===== src/design/stq_pkg.sv =====
// Shared types, codes and constants of the sorted timer event queue.
package stq_pkg;

  localparam logic [9:0]  MS_PER_SEC  = 10'd1000;
  localparam logic [9:0]  STEP_RESET  = 10'd10;
  localparam logic [9:0]  STEP_MAX    = 10'd999;
  localparam int          RESULTS_CAP = 16;
  // floor(n / 1000) == (n * RECIP_1000) >> RECIP_SHIFT for every 32-bit n
  localparam logic [28:0] RECIP_1000  = 29'd274877907;
  localparam int          RECIP_SHIFT = 38;

  typedef enum logic [1:0] {
    REQ_TICK   = 2'd0,
    REQ_ARM    = 2'd1,
    REQ_CANCEL = 2'd2
  } req_kind_t;

  typedef enum logic [2:0] {
    ST_ARMED     = 3'd0,
    ST_EXPIRED   = 3'd1,
    ST_NONE_DUE  = 3'd2,
    ST_FULL      = 3'd3,
    ST_CANCELLED = 3'd4,
    ST_NOT_FOUND = 3'd5
  } status_t;

  typedef enum logic [3:0] {
    S_IDLE,
    S_TICK,
    S_EXP_RD,
    S_EXP_CMP,
    S_EXP_END,
    S_SH_RD,
    S_SH_WR,
    S_DIV,
    S_INS_RD,
    S_INS_CMP,
    S_CAN_RD,
    S_CAN_CMP,
    S_REPLY
  } seq_state_t;

  typedef struct packed {
    logic       tick;
    logic       res_load;
    status_t    res_status;
    logic [7:0] res_task;
    logic       res_last;
  } seq_ctl_t;

endpackage


===== src/design/stq_if.sv =====
// Request and result channel interfaces of the sorted timer event queue.
interface stq_req_if;
  logic        valid;
  logic        ready;
  logic [1:0]  req_type;
  logic [7:0]  task_id;
  logic [31:0] delay_ms;

  modport source (output valid, req_type, task_id, delay_ms, input ready);
  modport sink   (input valid, req_type, task_id, delay_ms, output ready);
endinterface

interface stq_res_if;
  logic        valid;
  logic        ready;
  logic [2:0]  status;
  logic [7:0]  expired_task;
  logic [31:0] now_seconds;
  logic [9:0]  now_millis;
  logic        last;

  modport source (output valid, status, expired_task, now_seconds, now_millis, last,
                  input ready);
  modport sink   (input valid, status, expired_task, now_seconds, now_millis, last,
                  output ready);
endinterface


===== src/design/stq_ram.sv =====
// Generic single-write, single-read RAM with registered read data.
module stq_ram #(
  parameter int WIDTH = 50,
  parameter int DEPTH = 16
) (
  input  logic                     clk,
  input  logic                     we,
  input  logic [$clog2(DEPTH)-1:0] waddr,
  input  logic [WIDTH-1:0]         wdata,
  input  logic [$clog2(DEPTH)-1:0] raddr,
  output logic [WIDTH-1:0]         rdata
);

  logic [WIDTH-1:0] mem [DEPTH];

  always_ff @(posedge clk) begin
    if (we) begin
      mem[waddr] <= wdata;
    end
    rdata <= mem[raddr];
  end

endmodule


===== src/design/stq_deadline.sv =====
// Deadline unit: splits a millisecond delay by 1000 and adds it to the time base.
module stq_deadline import stq_pkg::*; (
  input  logic        clk,
  input  logic        rst,
  input  logic        start,
  input  logic [31:0] delay,
  input  logic [31:0] now_sec,
  input  logic [9:0]  now_ms,
  output logic        done,
  output logic [31:0] dl_sec,
  output logic [9:0]  dl_ms
);

  logic        v1;
  logic        v2;
  logic [60:0] prod;
  logic [31:0] delay_q;
  logic [22:0] quot;
  logic [9:0]  rem;
  logic [22:0] quot_c;
  logic [31:0] rem_c;
  logic [10:0] ms_sum;
  logic        wrap;

  // Quotient by reciprocal, remainder by multiply back and subtract.
  assign quot_c = prod[RECIP_SHIFT +: 23];
  assign rem_c  = delay_q - (32'(quot_c) * 32'(MS_PER_SEC));
  assign ms_sum = {1'b0, now_ms} + {1'b0, rem};
  assign wrap   = (ms_sum >= {1'b0, MS_PER_SEC});

  always_ff @(posedge clk) begin
    if (rst) begin
      v1   <= 1'b0;
      v2   <= 1'b0;
      done <= 1'b0;
    end else begin
      v1   <= start;
      v2   <= v1;
      done <= v2;
    end
  end

  always_ff @(posedge clk) begin
    if (start) begin
      prod    <= 61'(delay) * 61'(RECIP_1000);
      delay_q <= delay;
    end
    if (v1) begin
      quot <= quot_c;
      rem  <= rem_c[9:0];
    end
    if (v2) begin
      dl_sec <= now_sec + 32'(quot) + 32'(wrap);
      dl_ms  <= wrap ? 10'(ms_sum - {1'b0, MS_PER_SEC}) : ms_sum[9:0];
    end
  end

endmodule


===== src/design/stq_seq.sv =====
// Sequencer: walks the entry memory for tick expiry, sorted insert and cancel.
module stq_seq import stq_pkg::*; #(
  parameter int MAX_TIMERS   = 16,
  parameter int TASK_ID_BITS = 8
) (
  input  logic        clk,
  input  logic        rst,
  stq_req_if.sink     req,
  input  logic        res_free,
  input  logic [31:0] now_sec,
  input  logic [9:0]  now_ms,
  output logic        dl_start,
  input  logic        dl_done,
  input  logic [31:0] dl_sec,
  input  logic [9:0]  dl_ms,
  output seq_ctl_t    ctl
);

  localparam int CW = $clog2(MAX_TIMERS + 1);
  localparam int IW = $clog2(MAX_TIMERS);
  localparam int EW = 42 + TASK_ID_BITS;

  seq_state_t              state;
  seq_state_t              state_next;
  logic [CW-1:0]           count;
  logic [CW-1:0]           ptr;
  logic [CW-1:0]           skip;
  logic                    found;
  logic                    pend;
  logic [TASK_ID_BITS-1:0] pend_task;
  logic [TASK_ID_BITS-1:0] req_task;
  status_t                 reply;

  logic                    ram_we;
  logic [IW-1:0]           ram_waddr;
  logic [EW-1:0]           ram_wdata;
  logic [IW-1:0]           ram_raddr;
  logic [EW-1:0]           rdata;

  logic [31:0]             e_sec;
  logic [9:0]              e_ms;
  logic [TASK_ID_BITS-1:0] e_task;
  logic [EW-1:0]           new_entry;
  logic [31:0]             a_sec;
  logic [9:0]              a_ms;
  logic [31:0]             b_sec;
  logic [9:0]              b_ms;
  logic                    le;
  logic                    at_end;
  logic                    exp_stop;
  logic                    full;
  logic                    task_match;
  logic [CW-1:0]           ptr_m1;
  logic [CW-1:0]           sh_dst;

  stq_ram #(
    .WIDTH (EW),
    .DEPTH (MAX_TIMERS)
  ) u_ram (
    .clk   (clk),
    .we    (ram_we),
    .waddr (ram_waddr),
    .wdata (ram_wdata),
    .raddr (ram_raddr),
    .rdata (rdata)
  );

  assign e_sec     = rdata[EW-1 -: 32];
  assign e_ms      = rdata[TASK_ID_BITS +: 10];
  assign e_task    = rdata[TASK_ID_BITS-1:0];
  assign new_entry = {dl_sec, dl_ms, req_task};

  // Shared deadline comparator: new-vs-entry on insert, entry-vs-now on expiry.
  always_comb begin
    if (state == S_INS_CMP) begin
      a_sec = dl_sec;
      a_ms  = dl_ms;
      b_sec = e_sec;
      b_ms  = e_ms;
    end else begin
      a_sec = e_sec;
      a_ms  = e_ms;
      b_sec = now_sec;
      b_ms  = now_ms;
    end
  end

  assign le         = (a_sec < b_sec) || ((a_sec == b_sec) && (a_ms <= b_ms));
  assign at_end     = (ptr == count);
  assign exp_stop   = at_end || (32'(ptr) >= 32'(RESULTS_CAP));
  assign full       = (count == CW'(MAX_TIMERS));
  assign task_match = (e_task == req_task);
  assign ptr_m1     = ptr - CW'(1);
  assign sh_dst     = ptr - skip;

  always_comb begin
    state_next = state;
    unique case (state)
      S_IDLE: begin
        if (req.valid) begin
          unique case (req.req_type)
            REQ_TICK:   state_next = S_TICK;
            REQ_ARM:    state_next = full ? S_REPLY : S_DIV;
            REQ_CANCEL: state_next = S_CAN_RD;
            default:    state_next = S_IDLE;
          endcase
        end
      end
      S_TICK:    state_next = S_EXP_RD;
      S_EXP_RD:  state_next = exp_stop ? S_EXP_END : S_EXP_CMP;
      S_EXP_CMP: begin
        if (!le) begin
          state_next = S_EXP_END;
        end else if (!pend || res_free) begin
          state_next = S_EXP_RD;
        end
      end
      S_EXP_END: begin
        if (res_free) begin
          state_next = pend ? S_SH_RD : S_IDLE;
        end
      end
      S_SH_RD:   state_next = at_end ? S_IDLE : S_SH_WR;
      S_SH_WR:   state_next = S_SH_RD;
      S_DIV: begin
        if (dl_done) begin
          state_next = S_INS_RD;
        end
      end
      S_INS_RD:  state_next = (ptr == '0) ? S_REPLY : S_INS_CMP;
      S_INS_CMP: state_next = le ? S_INS_RD : S_REPLY;
      S_CAN_RD:  state_next = at_end ? S_REPLY : S_CAN_CMP;
      S_CAN_CMP: state_next = S_CAN_RD;
      S_REPLY: begin
        if (res_free) begin
          state_next = S_IDLE;
        end
      end
      default:   state_next = S_IDLE;
    endcase
  end

  always_comb begin
    req.ready      = (state == S_IDLE);
    // start the split only for an arm that will be inserted
    dl_start       = req.valid && (state == S_IDLE) && (req.req_type == REQ_ARM) && !full;
    ctl            = '0;
    ctl.res_status = reply;
    ctl.res_task   = 8'(req_task);
    ram_we         = 1'b0;
    ram_waddr      = ptr[IW-1:0];
    ram_wdata      = rdata;
    ram_raddr      = ptr[IW-1:0];
    unique case (state)
      S_TICK: ctl.tick = 1'b1;
      S_EXP_CMP: begin
        // a further due entry exists, so the held one is not the last
        if (le && pend && res_free) begin
          ctl.res_load   = 1'b1;
          ctl.res_status = ST_EXPIRED;
          ctl.res_task   = 8'(pend_task);
          ctl.res_last   = 1'b0;
        end
      end
      S_EXP_END: begin
        if (res_free) begin
          ctl.res_load   = 1'b1;
          ctl.res_last   = 1'b1;
          ctl.res_status = pend ? ST_EXPIRED : ST_NONE_DUE;
          ctl.res_task   = pend ? 8'(pend_task) : 8'd0;
        end
      end
      S_SH_WR: begin
        ram_we    = 1'b1;
        ram_waddr = sh_dst[IW-1:0];
      end
      S_INS_RD: begin
        ram_raddr = ptr_m1[IW-1:0];
        if (ptr == '0) begin
          ram_we    = 1'b1;
          ram_wdata = new_entry;
        end
      end
      S_INS_CMP: begin
        ram_we    = 1'b1;
        ram_wdata = le ? rdata : new_entry;
      end
      S_CAN_CMP: begin
        if (found) begin
          ram_we    = 1'b1;
          ram_waddr = ptr_m1[IW-1:0];
        end
      end
      S_REPLY: begin
        if (res_free) begin
          ctl.res_load = 1'b1;
          ctl.res_last = 1'b1;
        end
      end
      default: ;
    endcase
  end

  always_ff @(posedge clk) begin
    if (rst) begin
      state <= S_IDLE;
      count <= '0;
    end else begin
      state <= state_next;
      unique case (state)
        S_INS_RD: begin
          if (ptr == '0) begin
            count <= count + CW'(1);
          end
        end
        S_INS_CMP: begin
          if (!le) begin
            count <= count + CW'(1);
          end
        end
        S_CAN_RD: begin
          if (at_end && found) begin
            count <= count - CW'(1);
          end
        end
        S_SH_RD: begin
          if (at_end) begin
            count <= count - skip;
          end
        end
        default: ;
      endcase
    end
  end

  always_ff @(posedge clk) begin
    unique case (state)
      S_IDLE: begin
        if (req.valid) begin
          req_task <= TASK_ID_BITS'(req.task_id);
          ptr      <= '0;
          found    <= 1'b0;
          pend     <= 1'b0;
          reply    <= (req.req_type == REQ_ARM) ? ST_FULL : ST_NOT_FOUND;
        end
      end
      S_EXP_CMP: begin
        if (le && (!pend || res_free)) begin
          pend      <= 1'b1;
          pend_task <= e_task;
          ptr       <= ptr + CW'(1);
        end
      end
      S_EXP_END: skip <= ptr;
      S_SH_WR:   ptr  <= ptr + CW'(1);
      S_DIV: begin
        if (dl_done) begin
          ptr <= count;
        end
      end
      S_INS_RD: begin
        if (ptr == '0) begin
          reply <= ST_ARMED;
        end
      end
      S_INS_CMP: begin
        if (le) begin
          ptr <= ptr_m1;
        end else begin
          reply <= ST_ARMED;
        end
      end
      S_CAN_RD: begin
        if (at_end && found) begin
          reply <= ST_CANCELLED;
        end
      end
      S_CAN_CMP: begin
        if (task_match) begin
          found <= 1'b1;
        end
        ptr <= ptr + CW'(1);
      end
      default: ;
    endcase
  end

endmodule


===== src/design/sorted_timer_event_queue_core.sv =====
// Top level of the sorted timer event queue: time base, step register, result register.
//
//   channel  | direction | transaction carries
//   ---------+-----------+-------------------------------------------------------
//   req      | in        | req_type, task_id, delay_ms
//   res      | out       | status, expired_task, now_seconds, now_millis, last
//   cfg      | in        | cfg_wr_en, cfg_wr_data (tick_step_ms, no read-back)
//
// Entry walks: every entry visit is a memory read state followed by a
// compare/write state on the entry memory. Arm first waits in S_DIV for the
// deadline unit, and a tick walk also holds for any output stalls.
// Reset: synchronous; empties the queue, zeroes the time base and loads a
// 10 ms step. The entry memory is not cleared; only live entries are read.
// Stalls: results wait in one output register; the sequencer holds while it
// is full and not draining, and req is ready only between requests.
module sorted_timer_event_queue_core import stq_pkg::*; #(
  parameter int MAX_TIMERS   = 16,
  parameter int TASK_ID_BITS = 8
) (
  input  logic       clk,
  input  logic       rst,
  input  logic       cfg_wr_en,
  input  logic [9:0] cfg_wr_data,
  stq_req_if.sink    req,
  stq_res_if.source  res
);

  logic [9:0]  step;
  logic [9:0]  step_eff;
  logic [31:0] time_sec;
  logic [9:0]  time_ms;
  logic [10:0] ms_sum;
  logic        ms_wrap;

  seq_ctl_t    ctl;
  logic        res_free;
  logic        dl_start;
  logic        dl_done;
  logic [31:0] dl_sec;
  logic [9:0]  dl_ms;

  logic        out_valid;
  logic [2:0]  out_status;
  logic [7:0]  out_task;
  logic [31:0] out_sec;
  logic [9:0]  out_ms;
  logic        out_last;

  // Step register; the user must write it only while the block is idle, the block does not enforce this.
  always_ff @(posedge clk) begin
    if (rst) begin
      step <= STEP_RESET;
    end else if (cfg_wr_en) begin
      step <= cfg_wr_data;
    end
  end

  // Clamp out-of-range steps, then advance and wrap at one full second.
  assign step_eff = (step > STEP_MAX) ? STEP_MAX : step;
  assign ms_sum   = {1'b0, time_ms} + {1'b0, step_eff};
  assign ms_wrap  = (ms_sum >= {1'b0, MS_PER_SEC});

  always_ff @(posedge clk) begin
    if (rst) begin
      time_sec <= '0;
      time_ms  <= '0;
    end else if (ctl.tick) begin
      time_ms  <= ms_wrap ? 10'(ms_sum - {1'b0, MS_PER_SEC}) : ms_sum[9:0];
      time_sec <= time_sec + 32'(ms_wrap);
    end
  end

  // Arm requests to a queue that is not full start the deadline split on the accepting edge.
  stq_deadline u_deadline (
    .clk     (clk),
    .rst     (rst),
    .start   (dl_start),
    .delay   (req.delay_ms),
    .now_sec (time_sec),
    .now_ms  (time_ms),
    .done    (dl_done),
    .dl_sec  (dl_sec),
    .dl_ms   (dl_ms)
  );

  stq_seq #(
    .MAX_TIMERS   (MAX_TIMERS),
    .TASK_ID_BITS (TASK_ID_BITS)
  ) u_seq (
    .clk      (clk),
    .rst      (rst),
    .req      (req),
    .res_free (res_free),
    .now_sec  (time_sec),
    .now_ms   (time_ms),
    .dl_start (dl_start),
    .dl_done  (dl_done),
    .dl_sec   (dl_sec),
    .dl_ms    (dl_ms),
    .ctl      (ctl)
  );

  // Output register: free when empty or draining this cycle.
  assign res_free = !out_valid || res.ready;

  always_ff @(posedge clk) begin
    if (rst) begin
      out_valid <= 1'b0;
    end else if (ctl.res_load) begin
      out_valid <= 1'b1;
    end else if (res.ready) begin
      out_valid <= 1'b0;
    end
  end

  // Time fields are sampled at load, after any tick update of this request.
  always_ff @(posedge clk) begin
    if (ctl.res_load) begin
      out_status <= ctl.res_status;
      out_task   <= ctl.res_task;
      out_sec    <= time_sec;
      out_ms     <= time_ms;
      out_last   <= ctl.res_last;
    end
  end

  assign res.valid        = out_valid;
  assign res.status       = out_status;
  assign res.expired_task = out_task;
  assign res.now_seconds  = out_sec;
  assign res.now_millis   = out_ms;
  assign res.last         = out_last;

endmodule


===== src/flat_wrapper.sv =====
// flat-port wrapper written by rule: the top's interface ports become plain ports
module sorted_timer_event_queue_core_flat import stq_pkg::*;
#(
  parameter int MAX_TIMERS   = 16,
  parameter int TASK_ID_BITS = 8
)
  (clk, rst, cfg_wr_en, cfg_wr_data, req_valid, req_req_type, req_task_id, req_delay_ms, req_ready, res_valid, res_status, res_expired_task, res_now_seconds, res_now_millis, res_last, res_ready);
  stq_req_if req_i ();
  stq_res_if res_i ();
  input  logic clk;
  input  logic rst;
  input  logic cfg_wr_en;
  input  logic [9:0] cfg_wr_data;
  input wire logic [$bits(req_i.valid)-1:0] req_valid;
  input wire logic [$bits(req_i.req_type)-1:0] req_req_type;
  input wire logic [$bits(req_i.task_id)-1:0] req_task_id;
  input wire logic [$bits(req_i.delay_ms)-1:0] req_delay_ms;
  output wire logic [$bits(req_i.ready)-1:0] req_ready;
  output wire logic [$bits(res_i.valid)-1:0] res_valid;
  output wire logic [$bits(res_i.status)-1:0] res_status;
  output wire logic [$bits(res_i.expired_task)-1:0] res_expired_task;
  output wire logic [$bits(res_i.now_seconds)-1:0] res_now_seconds;
  output wire logic [$bits(res_i.now_millis)-1:0] res_now_millis;
  output wire logic [$bits(res_i.last)-1:0] res_last;
  input wire logic [$bits(res_i.ready)-1:0] res_ready;
  assign req_i.valid = req_valid;
  assign req_i.req_type = req_req_type;
  assign req_i.task_id = req_task_id;
  assign req_i.delay_ms = req_delay_ms;
  assign req_ready = req_i.ready;
  assign res_valid = res_i.valid;
  assign res_status = res_i.status;
  assign res_expired_task = res_i.expired_task;
  assign res_now_seconds = res_i.now_seconds;
  assign res_now_millis = res_i.now_millis;
  assign res_last = res_i.last;
  assign res_i.ready = res_ready;
  sorted_timer_event_queue_core #(.MAX_TIMERS(MAX_TIMERS), .TASK_ID_BITS(TASK_ID_BITS)) u_core (.clk(clk), .rst(rst), .cfg_wr_en(cfg_wr_en), .cfg_wr_data(cfg_wr_data), .req(req_i), .res(res_i));
endmodule

===== config.mk =====
export PLATFORM = sky130hd
export DESIGN_NAME = sorted_timer_event_queue_core_flat
export DESIGN_NICKNAME = d
export VERILOG_FILES = /design/src/design/stq_pkg.sv /design/src/design/stq_if.sv /design/src/design/stq_ram.sv /design/src/design/stq_deadline.sv /design/src/design/stq_seq.sv /design/src/design/sorted_timer_event_queue_core.sv /design/src/flat_wrapper.sv
export SDC_FILE = /design/constraint.sdc
export NUM_CORES = 2
export LEC_CHECK = 0
export CAP_MARGIN = 0
export CORE_MARGIN = 5
export CORE_UTILIZATION = 45
export CTS_CLUSTER_DIAMETER = 40
export DETAILED_ROUTE_END_ITERATION = 8
export DONT_BUFFER_PORTS = 1
export PLACE_DENSITY_LB_ADDON = 0.3
export RECOVER_POWER = 100
export SLEW_MARGIN = 20
export SYNTH_ARGS = -nofsm -noshare
export SYNTH_HDL_FRONTEND = slang
export SYNTH_SLANG_ARGS = --single-unit
export TNS_END_PERCENT = 10

===== constraint.sdc =====
create_clock -name clk -period 8.06 [get_ports clk]
set_clock_uncertainty 0.2 [all_clocks]
set_input_delay 0.806 -clock clk [delete_from_list [all_inputs] [get_ports clk]]
set_output_delay 0.806 -clock clk [all_outputs]
set_load 0.005 [all_outputs]

==> results.yml <==
timing:
  fmax_mhz: 134
  drv_slew: 1099
  worst_pin_slew_ns: 3.76
  fin_hold_ws_ns: 0.0657
  period_share_pct: 92.7
  hold_violations: 0
  tns_ns: 0
  slew_headroom_pct: -150
  setup_violations: 0
  rsz0062_at_grt: "no"
  period_needed_ns: 7.47
logic_synthesis:
  synth_compound_area_share_pct: 5.02
  avgSynthCellArea_um2: 14.4
  synth_xor_area_share_pct: 1.90
  async_flop_share_pct: 0
  ys_types: 80
  synth_top_family_by_area: "adder cells"
  ys_seq_area_share_pct: 52.7
  synthMuxAreaShare_pct: 10.5
  ys_seq_elements: 1108
  synth_simple_gate_area_share_pct: 4.97
  syn-cell-area_um2: 60900
  yosys_most_used_dff: "edfxtp_1"
  yosys.area_share.adder_pct: 20.5
  synth_edf_count: 993
  synth.yosys.warnings: 0
  syn_nets: 5101
  synthCells: 4232
detailed_routing:
  drt-total-wl_um: 156000
  ant_nets: 0
  drcViolationCount: 0
  detail_route.vias_per_cell: 5.66
  drtIter0Drc: 3237
  route.detailed.wl_per_inst_um: 25.0
  vias: 35400
  first_pass_iters: 6
clocking:
  clkTransAtPathRegs_ns: 0.06
  cts_tree: "built"
  cts_made_buffers: 138
  cts_htree_levels: 4
  cts-root-buf: "clkbuf_16"
  hold_buffers: 36
  clk_latency_ns: 0.74
  cts_buffer_depth: 3
  cts_resized: 0
  post_cts_buffers: 0
  cts_sinks: 1108
setup_path:
  arrival_ns: 7.76
  path_max_fanout: 10
  path_class: "input port to register"
  startpoint_type: "input port"
  endpoint_kind: "register"
  crit_required_ns: 8.34
global_routing:
  grt_overflow: 0
  antenna_found_initial: 7
  grt_pass1_wl_um: 232000
  grt_max_degree: 133
  grt_usage_pct: 22.0
  grt_pass1_vias: 36000
run_status:
  violations: "capacitance limit, slew limit"
  outcome: "complete, but fails checks"
floorplan:
  die_y_um: 378
  ioPinCount: 113
  die_w_um: 378
  die_area_um2: 143000
  core_um2: 135000
  initial_utilization_pct: 45.1
  fp-row-count: 135
final_layout:
  fin_nets: 5232
  syn_to_final_growth_pct: 11.8
  drive_above_1_share_pct: 11.8
  layout_common_cells: "edfxtp_1, inv_1, ha_1"
  fillCellCount: 11300
  layout_commonest_cell: "edfxtp_1"
place:
  gp_congestion: 0.905
  portBuffers: 0
  dp_hpwl_um: 104000
job:
  cap_violations: 40
min_path:
  hp-class: "input port to register"
==> registers in the layout, indices dropped and copies added, names as in the netlist, 4 cells and up <==
register / count
u_core.res.expired_task: 8
u_core.res.now_millis: 10
u_core.res.now_seconds: 32
u_core.step: 10
u_core.time_ms: 10
u_core.time_sec: 32
u_core.u_deadline.delay_q: 9
u_core.u_deadline.dl_ms: 10
u_core.u_deadline.dl_sec: 32
u_core.u_deadline.prod: 24
u_core.u_deadline.quot: 23
u_core.u_deadline.rem: 10
u_core.u_seq.count: 5
u_core.u_seq.pend_task: 8
u_core.u_seq.ptr: 5
u_core.u_seq.req_task: 8
u_core.u_seq.skip: 5
u_core.u_seq.state: 4
u_core.u_seq.u_ram.mem: 800
u_core.u_seq.u_ram.rdata: 50
==> critical path, stage by stage <==
cell	delay (ns)
ha_1	0.29
fa_1	0.41
fa_1	0.49
inv_1	0.05
fa_1	0.48
inv_1	0.05
fa_1	0.48
fa_1	0.48
fa_1	0.53
inv_1	0.05
fa_1	0.50
inv_1	0.05
ha_1	0.31
a21oi_1	0.23
nand3b_1	0.14
a21oi_1	0.07
a2111o_1	0.42
o311ai_1	1.05
a211oi_2	0.25
o221a_2	0.35
a21oi_2	0.19
xnor2_1	0.08
==> layer usage <==
metal	part of all wire (%)	vias up	routed length (µm)	GRT usage (%)
met3	8.0	271	12500	5.16
met4	3.2	2	4940	7.45
met5	0.013	-	20	0
li1	-	15700	-	-
met1	41	18200	64600	29.8
met2	47	1286	74200	35.1
==> stage by stage <==
| step | setup WS [ns] | instances | util (%) | instance area (µm²) |
|---|---|---|---|---|
| floorplan | 0.753 | 4232 | - | 60900 |
| global placement | 0.291 | 5968 | 47.1 | 63500 |
| detailed placement | 0.206 | 5968 | 47.1 | 63500 |
| CTS | 0.947 | 6256 | 50.8 | 68500 |
| global route | 0.323 | 6256 | 50.5 | 68100 |
| finish | 0.587 | 6258 | 50.5 | 68100 |
==> logic make-up (layout without fill, tap and decap cells) <==
logic type	Yosys count	after routing
adders and majority gates	812	812
xor gates and xnor gates	132	132
muxes	322	322
buffers and inverters	714	957
and+or+nand+nor	675	675
AOI/OAI and AO/OA	469	469
DFF	1108	1108
other	0	2
==> worst paths after layout <==
check	start	to	slack, ns	depth (start not counted)
worst min-delay path	rst	u_core.time_ms[3]	0.07	2
worst max register to register	u_core.u_seq.state[0]	u_core.res.now_seconds[11]	0.72	14
worst min register to register	u_core.u_deadline.prod[59]	u_core.u_deadline.quot[21]	0.22	0
worst max-delay path	req_delay_ms[13]	u_core.u_deadline.prod[58]	0.59	22
==> synthesized netlist by cell type (all sizes together), types with 6 or more instances <==
cell / count / area share, %
o211ai: 15 / 0.18
nor2b: 20 / 0.21
o21ai: 122 / 1.0
nand4: 33 / 0.34
and3: 9 / 0.092
nand2b: 12 / 0.12
mux4: 250 / 9.2
a22o: 8 / 0.12
nor2: 144 / 0.89
xnor2: 69 / 0.99
edfxtp: 993 / 49
or3: 11 / 0.11
nor4: 7 / 0.072
mux2: 15 / 0.28
o21a: 11 / 0.14
fa: 308 / 10
mux2i: 57 / 0.94
o31ai: 8 / 0.11
inv: 592 / 3.6
o22ai: 9 / 0.092
a2111oi: 6 / 0.12
ha: 504 / 10
and4: 7 / 0.10
nand3: 46 / 0.39
a21oi: 128 / 1.1
clkbuf: 73 / 0.45
o21bai: 18 / 0.22
dfxtp: 115 / 3.8
xor2: 63 / 0.91
nor3: 34 / 0.31
or2: 7 / 0.072
buf: 48 / 0.36
a211oi: 23 / 0.30
a31oi: 8 / 0.082
and2: 11 / 0.11
o2111ai: 7 / 0.10
a21o: 50 / 0.62
nand2: 320 / 2.0
==> cell type report <==
cell class	count	area, µm²	share of cell area [%]
flip-flops and latches	1108	32100	47.1
repair buffers	112	788	1.16
inverters	593	2230	3.27
clock inverters	81	937	1.38
clock buffers	171	3690	5.42
multi-input cells	2410	26100	38.4
well taps	1781	2230	3.27
diodes	2	5.00	0.00735
Power is left out: the tool's default activity adds up to more than one toggle a clock period on the data nets, which glitch-free logic cannot reach.
